### src/rtl/bav_pkg.sv
// shared types, constants and register codes for the button auto-repeat value adjuster
// no dependencies; used by bav_step and button_autorepeat_value_adjust
package bav_pkg;

	localparam int VALUE_BITS = 16;
	localparam int TIMER_BITS = 16;
	localparam int CMP_BITS   = 33;

	localparam int CFG_IDX_BITS  = 3;
	localparam int CFG_DATA_BITS = 32;

	localparam logic [CFG_IDX_BITS-1:0] REG_HOLD_DELAY    = 3'd0;
	localparam logic [CFG_IDX_BITS-1:0] REG_REPEAT_PERIOD = 3'd1;
	localparam logic [CFG_IDX_BITS-1:0] REG_ESC_HOLD_TIME = 3'd2;
	localparam logic [CFG_IDX_BITS-1:0] REG_VALUE_MAX     = 3'd3;
	localparam logic [CFG_IDX_BITS-1:0] REG_MS_WRAP       = 3'd4;

	localparam logic [15:0] RST_HOLD_DELAY    = 16'd500;
	localparam logic [15:0] RST_REPEAT_PERIOD = 16'd200;
	localparam logic [15:0] RST_ESC_HOLD_TIME = 16'd2000;
	localparam logic [15:0] RST_VALUE_MAX     = 16'd65535;
	localparam logic [31:0] RST_MS_WRAP       = 32'd4233600000;

	localparam logic [1:0] REQ_TICK = 2'd0;
	localparam logic [1:0] REQ_POLL = 2'd1;
	localparam logic [1:0] REQ_LOAD = 2'd2;

	localparam logic [1:0] FLAG_NONE  = 2'd0;
	localparam logic [1:0] FLAG_FRESH = 2'd1;
	localparam logic [1:0] FLAG_DONE  = 2'd2;

	typedef struct packed {
		logic [1:0]  req_type;
		logic        up_pressed;
		logic        down_pressed;
		logic        esc_pressed;
		logic [1:0]  up_flag;
		logic [1:0]  down_flag;
		logic        clear_escape;
		logic [15:0] new_value;
	} in_beat_t;

	typedef struct packed {
		logic [15:0] value_out;
		logic        escape_out;
		logic [1:0]  up_flag_out;
		logic [1:0]  down_flag_out;
		logic [31:0] ms_time;
	} out_beat_t;

	typedef struct packed {
		logic [15:0] hold_delay;
		logic [15:0] repeat_period;
		logic [15:0] esc_hold_time;
		logic [15:0] value_max;
		logic [31:0] ms_wrap;
	} cfg_t;

	typedef struct packed {
		logic [VALUE_BITS-1:0] adj_value;
		logic                  escape_state;
		logic                  up_active;
		logic                  down_active;
		logic                  esc_active;
		logic [TIMER_BITS-1:0] hold_count;
		logic [TIMER_BITS-1:0] repeat_timer;
		logic [TIMER_BITS-1:0] esc_timer;
		logic [31:0]           ms_count;
	} state_t;

endpackage

### src/rtl/bav_step.sv
// next-state and result logic for one beat: poll, tick and load handling
// depends on bav_pkg
module bav_step (
	input  bav_pkg::state_t    st,
	input  bav_pkg::cfg_t      cfg,
	input  bav_pkg::in_beat_t  beat,
	output bav_pkg::state_t    st_nxt,
	output bav_pkg::out_beat_t res
);

	logic [bav_pkg::VALUE_BITS-1:0] v1, v2, v3, v4;
	logic [bav_pkg::TIMER_BITS-1:0] rt1, hc_t, rt_t;
	logic [1:0]                     uf, df;
	logic                           esc0, up_rep, dn_rep, esc_arm, esc_fire;
	logic [bav_pkg::CMP_BITS-1:0]   ms_inc;

	function automatic logic [bav_pkg::VALUE_BITS-1:0] step_up(
		input logic [bav_pkg::VALUE_BITS-1:0] v,
		input logic [15:0]                    vmax
	);
		logic ok;
		ok = (bav_pkg::CMP_BITS'(v) < bav_pkg::CMP_BITS'(vmax)) && (v != '1);
		return ok ? v + 1'b1 : v;
	endfunction

	function automatic logic [bav_pkg::VALUE_BITS-1:0] step_dn(
		input logic [bav_pkg::VALUE_BITS-1:0] v
	);
		return (v != '0) ? v - 1'b1 : v;
	endfunction

	function automatic logic [bav_pkg::TIMER_BITS-1:0] tinc(
		input logic [bav_pkg::TIMER_BITS-1:0] t
	);
		return (t == '1) ? t : t + 1'b1;
	endfunction

	// poll path
	always_comb begin
		esc0 = beat.clear_escape ? 1'b0 : st.escape_state;
		uf   = (beat.up_flag == bav_pkg::FLAG_FRESH) ? bav_pkg::FLAG_DONE : beat.up_flag;
		df   = (beat.down_flag == bav_pkg::FLAG_FRESH) ? bav_pkg::FLAG_DONE : beat.down_flag;
		v1   = (beat.up_flag == bav_pkg::FLAG_FRESH) ? step_up(st.adj_value, cfg.value_max)
			: st.adj_value;
		v2   = (beat.down_flag == bav_pkg::FLAG_FRESH) ? step_dn(v1) : v1;
		up_rep = beat.up_pressed && (bav_pkg::CMP_BITS'(st.repeat_timer)
			> bav_pkg::CMP_BITS'(cfg.repeat_period));
		v3   = up_rep ? step_up(v2, cfg.value_max) : v2;
		rt1  = up_rep ? '0 : st.repeat_timer;
		dn_rep = beat.down_pressed && (v3 != '0) && (bav_pkg::CMP_BITS'(rt1)
			> bav_pkg::CMP_BITS'(cfg.repeat_period));
		v4   = dn_rep ? v3 - 1'b1 : v3;
		esc_arm  = beat.esc_pressed && !esc0 && (uf == bav_pkg::FLAG_NONE)
			&& (df == bav_pkg::FLAG_NONE);
		esc_fire = esc_arm && (bav_pkg::CMP_BITS'(st.esc_timer)
			> bav_pkg::CMP_BITS'(cfg.esc_hold_time));
	end

	// tick path
	always_comb begin
		ms_inc = bav_pkg::CMP_BITS'(st.ms_count) + 1'b1;
		if (ms_inc >= bav_pkg::CMP_BITS'(cfg.ms_wrap)) begin
			ms_inc = '0;
		end
		if (st.up_active || st.down_active) begin
			hc_t = tinc(st.hold_count);
			rt_t = st.repeat_timer;
		end else begin
			hc_t = '0;
			rt_t = '0;
		end
		if (bav_pkg::CMP_BITS'(hc_t) > bav_pkg::CMP_BITS'(cfg.hold_delay)) begin
			rt_t = tinc(rt_t);
		end
	end

	always_comb begin
		st_nxt = st;
		res.up_flag_out   = beat.up_flag;
		res.down_flag_out = beat.down_flag;
		case (beat.req_type)
			bav_pkg::REQ_TICK: begin
				st_nxt.ms_count     = ms_inc[31:0];
				st_nxt.hold_count   = hc_t;
				st_nxt.repeat_timer = rt_t;
				if (st.esc_active) begin
					st_nxt.esc_timer = tinc(st.esc_timer);
				end
			end
			bav_pkg::REQ_POLL: begin
				res.up_flag_out     = uf;
				res.down_flag_out   = df;
				st_nxt.adj_value    = v4;
				st_nxt.up_active    = beat.up_pressed;
				st_nxt.down_active  = beat.down_pressed;
				st_nxt.repeat_timer = dn_rep ? '0 : rt1;
				st_nxt.escape_state = esc0 || esc_fire;
				st_nxt.esc_active   = esc_arm ? !esc_fire : st.esc_active;
				st_nxt.esc_timer    = esc_fire ? '0 : st.esc_timer;
				if (!beat.esc_pressed) begin
					st_nxt.esc_timer  = '0;
					st_nxt.esc_active = 1'b0;
				end
			end
			bav_pkg::REQ_LOAD: begin
				st_nxt.adj_value = bav_pkg::VALUE_BITS'(bav_pkg::CMP_BITS'(beat.new_value));
			end
			default: begin
				st_nxt = st;
			end
		endcase
		res.value_out  = 16'(bav_pkg::CMP_BITS'(st_nxt.adj_value));
		res.escape_out = st_nxt.escape_state;
		res.ms_time    = st_nxt.ms_count;
	end

endmodule

### src/rtl/button_autorepeat_value_adjust.sv
// top level of the button auto-repeat value adjuster: config registers, state, output register
// depends on bav_pkg and bav_step
//
// usage:
// in channel (in_valid/in_ready/in_data) carries one beat per request: a tick that
// advances the millisecond counter and the hold, repeat and escape timers, a poll that
// applies click flags, auto repeat and the escape long press, or a load of the value.
// every accepted beat yields exactly one out beat (out_valid/out_ready/out_data) with
// the value, escape latch, handled click flags and millisecond time after that beat.
// the result sits in the output register on the cycle after acceptance. throughput is
// one beat per cycle while the receiver keeps up; state updates in the cycle of
// acceptance, so the next beat may follow immediately.
// when the receiver stalls, the output register holds its beat and in_ready drops
// until the beat is taken; in_ready is high whenever the register is empty or draining.
// configuration registers are written through cfg_we/cfg_index/cfg_wdata at any edge
// with cfg_we high; writes to unknown indexes are ignored.
// reset (arst_n low) clears all state and the output register and loads the
// default timings: hold 500, repeat 200, escape 2000, max 65535, wrap 4233600000.
module button_autorepeat_value_adjust (
	input  logic                                 clk,
	input  logic                                 arst_n,
	input  logic                                 in_valid,
	output logic                                 in_ready,
	input  bav_pkg::in_beat_t                    in_data,
	output logic                                 out_valid,
	input  logic                                 out_ready,
	output bav_pkg::out_beat_t                   out_data,
	input  logic                                 cfg_we,
	input  logic [bav_pkg::CFG_IDX_BITS-1:0]     cfg_index,
	input  logic [bav_pkg::CFG_DATA_BITS-1:0]    cfg_wdata
);

	bav_pkg::cfg_t      cfg_q;
	bav_pkg::state_t    st_q, st_nxt;
	bav_pkg::out_beat_t res, out_q;
	logic               out_valid_q, acc;

	assign in_ready  = !out_valid_q || out_ready;
	assign acc       = in_valid && in_ready;
	assign out_valid = out_valid_q;
	assign out_data  = out_q;

	bav_step u_step (
		.st     (st_q),
		.cfg    (cfg_q),
		.beat   (in_data),
		.st_nxt (st_nxt),
		.res    (res)
	);

	always_ff @(posedge clk or negedge arst_n) begin
		if (!arst_n) begin
			cfg_q.hold_delay    <= bav_pkg::RST_HOLD_DELAY;
			cfg_q.repeat_period <= bav_pkg::RST_REPEAT_PERIOD;
			cfg_q.esc_hold_time <= bav_pkg::RST_ESC_HOLD_TIME;
			cfg_q.value_max     <= bav_pkg::RST_VALUE_MAX;
			cfg_q.ms_wrap       <= bav_pkg::RST_MS_WRAP;
		end else if (cfg_we) begin
			case (cfg_index)
				bav_pkg::REG_HOLD_DELAY:    cfg_q.hold_delay    <= cfg_wdata[15:0];
				bav_pkg::REG_REPEAT_PERIOD: cfg_q.repeat_period <= cfg_wdata[15:0];
				bav_pkg::REG_ESC_HOLD_TIME: cfg_q.esc_hold_time <= cfg_wdata[15:0];
				bav_pkg::REG_VALUE_MAX:     cfg_q.value_max     <= cfg_wdata[15:0];
				bav_pkg::REG_MS_WRAP:       cfg_q.ms_wrap       <= cfg_wdata[31:0];
				default: begin
				end
			endcase
		end
	end

	always_ff @(posedge clk or negedge arst_n) begin
		if (!arst_n) begin
			st_q        <= '0;
			out_valid_q <= 1'b0;
		end else if (acc) begin
			st_q        <= st_nxt;
			out_valid_q <= 1'b1;
		end else if (out_ready) begin
			out_valid_q <= 1'b0;
		end
	end

	always_ff @(posedge clk or negedge arst_n) begin
		if (!arst_n) begin
			out_q <= '0;
		end else if (acc) begin
			out_q <= res;
		end
	end

	// a fresh up click always leaves as handled
	assert property (@(posedge clk) disable iff (!arst_n)
		(acc && in_data.req_type == bav_pkg::REQ_POLL
			&& in_data.up_flag == bav_pkg::FLAG_FRESH)
		|=> (out_valid && out_data.up_flag_out == bav_pkg::FLAG_DONE))
		else $error("fresh up click not reported as handled");

	// escape latch only sets on a poll beat
	assert property (@(posedge clk) disable iff (!arst_n)
		$rose(st_q.escape_state) |-> $past(acc && in_data.req_type == bav_pkg::REQ_POLL))
		else $error("escape latch set outside a poll");

	// millisecond counter only moves on a tick beat
	assert property (@(posedge clk) disable iff (!arst_n)
		(st_q.ms_count != $past(st_q.ms_count))
		|-> $past(acc && in_data.req_type == bav_pkg::REQ_TICK))
		else $error("ms counter changed without a tick");

	// every accepted beat shows up in the output register
	assert property (@(posedge clk) disable iff (!arst_n)
		acc |=> (out_valid && out_data.ms_time == st_q.ms_count))
		else $error("accepted beat missing from output");

endmodule
### config.mk
export PLATFORM = sky130hd
export DESIGN_NAME = button_autorepeat_value_adjust
export DESIGN_NICKNAME = d
export VERILOG_FILES = /design/src/rtl/bav_pkg.sv /design/src/rtl/bav_step.sv /design/src/rtl/button_autorepeat_value_adjust.sv
export SDC_FILE = /design/constraint.sdc
export NUM_CORES = 1
export LEC_CHECK = 0
export BUFFER_PORTS_ARGS = -buffer_cell sky130_fd_sc_hd__buf_2
export CAP_MARGIN = 5
export CORE_MARGIN = 2
export CORE_UTILIZATION = 57
export DETAILED_ROUTE_END_ITERATION = 7
export GPL_TIMING_DRIVEN = 0
export HOLD_SLACK_MARGIN = 0.02
export PLACE_DENSITY = 0.87
export SETUP_SLACK_MARGIN = 0.1
export SYNTH_ARGS = -nofsm -noshare
export SYNTH_HDL_FRONTEND = slang
export SYNTH_SLANG_ARGS = --single-unit
### constraint.sdc
create_clock -name clk -period 10.95 [get_ports clk]
set_clock_uncertainty 0.1 [all_clocks]
set_input_delay 1.6425 -clock clk [delete_from_list [all_inputs] [get_ports clk]]
set_output_delay 1.6425 -clock clk [all_outputs]
set_load 0.03 [all_outputs]
==> impl_metrics.tcl <==
set metrics [dict create \
    status "finished, final reports clean" \
    ys_seq_elements 201 \
    setup_violations 0 \
    fin_hold_ws_ns 0.382 \
    drive_gt1_share_pct 17.7 \
    place_hpwl_um 33100 \
    fmax_mhz 97.7 \
    syn-instance-count 1742 \
    slowest_stage "or4_1" \
    wirelength_um 44400 \
    crit_required_ns 11.23 \
    finalHoldViolCount 0 \
    viasPerCell 6.21 \
    yosysMostFrequentCell "nand2_1" \
    initialDrtViolationCount 1165 \
    die_area_um2 27800 \
    synth.area.top_cells "dfrtp_1, ha_1, dfstp_2, nand2_1, o21ai_0" \
    worstHoldPathCells 2 \
    post-route-period-util_pct 93.5 \
    portBuffers 120 \
    clkSlewWorstSetupHoldPaths_ns 0.06 \
    worstPathMaxFanout 10 \
    arrival_ns 10.51 \
    ys_warn_count 0 \
    hold_class "flop to flop" \
    synth_area_per_cell_um2 8.65 \
    cp-end-kind "flop" \
    start_kind "flop" \
    criticalPathCategory "flop to flop" \
    clockBufferDepth 3 \
    max-slew-margin-rel_pct 25.9 \
    synth_fp_nets 1947 \
    crit_path_max_incr_delay_ns 0.71 \
    p_int_mw 1.87 \
    die_w_um 167 \
    ys_top_cells_by_count "nand2_1, dfrtp_1, ha_1, inv_1, o21ai_0" \
    finalSetupTns_ns 0 \
    drv_slew 0 \
    synth_edf_count 0 \
    cts_made_buffers 23 \
    pre_cts_ws_ns 0.243 \
    whs_endpoint "out_data[32]" \
    p_clk_share_pct 27.0 \
    leakage_nw 8.04 \
    rr_worst_depth 32 \
    ys_seq_area_share_pct 33.8 \
    ys_async_sr_fraction_pct 100 \
    syn_area_um2 15100 \
    cts_max_level 1 \
    num_rows 59 \
    io_pins 121 \
    maxCapViolations 0 \
    worst_slack_ns 0.717 \
    area_delta_synth_final_pct 12.8 \
    timing.rr.end "out_data[49]" \
    cpMostUsedCell "ha_1" \
    grt_pass1_vias 13836 \
    gp_congestion 0.979 \
    r2r_slack_ns 0.72 \
    core_um2 26000 \
    comb_power_share_pct 40.4 \
    drc 0 \
    synth_area_leader_cell "dfrtp_1" \
    finalNonFillerCells 2246 \
    grt_setup_unrepaired "false" \
    insertion_delay_ns 0.52 \
    r2r-start "out_data[51]" \
    cts_tree "done" \
    yosysUniqueCellTypes 86 \
    grt_usage_pct 31.4 \
    antenna_found_initial 1 \
    yosysTopAreaCellShare_pct 25.7 \
    hold_path_startpoint "out_data[32]" \
    start_util_pct 58.0 \
    nNetsFinal 2095 \
    grt-ovfl-total 0 \
    grt_max_degree 126 \
    vdd_drop_max_v 0.000133 \
    cts-root-buf "clkbuf_16" \
    final_antenna_net_count 0 \
    min_period_ns 10.23 \
    p_seq_share_pct 32.6 \
    drt-pass1-iter-count 6 \
    grt_first_pass_wirelength_um 71200 \
    placed_cells 2199 \
    die_y_um 167 \
    vias 13949 \
    p_sw_mw 1.22 \
    fill_cells 2066 \
    swShare_pct 39.4 \
    clock-sinks 201 \
    ys.flop_type "dfrtp_1" \
    worstMarginPinSlew_ns 1.10 \
    wl_per_cell_um 19.8 \
    cellPowerDensity_nw_per_um2 181 \
]
[layout make-up]
type	instances	area (um^2)	area share, %
Multi-Input combinational cell	1303	8910	52.4
Buffer	114	639	3.76
Timing Repair Buffer	123	653	3.84
Sequential cell	201	5090	29.9
Antenna cell	4	10.0	0.0589
Clock inverter	15	199	1.17
Inverter	124	465	2.74
Tap cell	335	419	2.47
Clock buffer	27	621	3.65
[how the worst max path moves through the flow]
stage | slack (ns) | to | cells after the start | start
6_report | 0.72 | out_data[49] | 32 | out_data[51]
5_1_grt | 0.17 | out_data[49] | 32 | out_data[51]
4_1_cts | 0.19 | out_data[48] | 32 | out_data[51]
3_5_place_dp | 0.24 | out_data[46] | 32 | out_data[51]
3_3_place_gp | 0.26 | out_data[52] | 32 | out_data[51]
2_1_floorplan | 2.41 | st_q[57] | 29 | in_data[19]
[layer usage]
metal / GRT usage [%] / vias up / routed length (um)
met2: 53.2 / 640 / 21100
met5: 0 / - / 0
met3: 4.73 / 156 / 3360
li1: - / 6479 / -
met4: 15.0 / 0 / 2210
met1: 39.4 / 6674 / 17700
[state kept, by name, summed over array words and instances (netlist names)]
signal     count
cfg_q         96
out_data      53
out_valid      1
st_q          51
[cell usage in the layout (no fill, tap or decap), drive strengths merged, types with 51 or more instances in the layout]
cell type | synthesis | final
ha | 139 | 139
a21oi | 69 | 69
xnor2 | 59 | 59
nand3 | 71 | 71
buf | 65 | 188
o21ai | 141 | 141
nor2 | 102 | 102
inv | 124 | 126
nand2 | 206 | 206
dfrtp | 155 | 155
clkbuf | 49 | 76
nand4 | 51 | 51
[stage by stage]
step	total power [mW]	area, um^2	utilization [%]
2_1_floorplan	1.87	15100	-
3_3_place_gp	2.17	16100	61.9
3_5_place_dp	2.22	16100	62.1
4_1_cts	3.06	17000	65.3
5_1_grt	3.26	17000	65.4
6_report	3.09	17000	65.4
[worst max-delay path, delay by kind of cell (launching register included)]
| family | cells | cell delay [ns] |
|---|---|---|
| xor+xnor | 3 | 1.00 |
| mux | 2 | 0.76 |
| buf+inv | 4 | 1.04 |
| flops | 1 | 0.61 |
| compound gates | 11 | 3.26 |
| fa+ha+maj | 4 | 1.14 |
| simple gates | 8 | 2.14 |
[timing repair]
item	4_1_cts	5_1_grt
gates resized for setup	0	5
hold buffers	0	0
setup buffers	0	1
endpoints found under the setup margin	0	32
[kinds of logic after synthesis]
family          Yosys count  synth area share (%)
fa+ha+maj               139                  11.5
simple gates            620                  20.6
compound gates          395                  17.5
flops                   201                  33.8
buf+inv                 238                  7.32
mux                      44                  3.17
xor+xnor                105                  6.19
[power by group through the flow]
stage	logic [mW]	registers [mW]	clock network, mW
after detailed placement	1.21	1.01	0
after CTS	1.22	1.00	0.839
after floorplan	0.901	0.969	0
final	1.25	1.01	0.833
after global routing	1.38	1.02	0.870
after global placement	1.16	1.01	0
No activity file was read; power rests on OpenSTA's default activity.
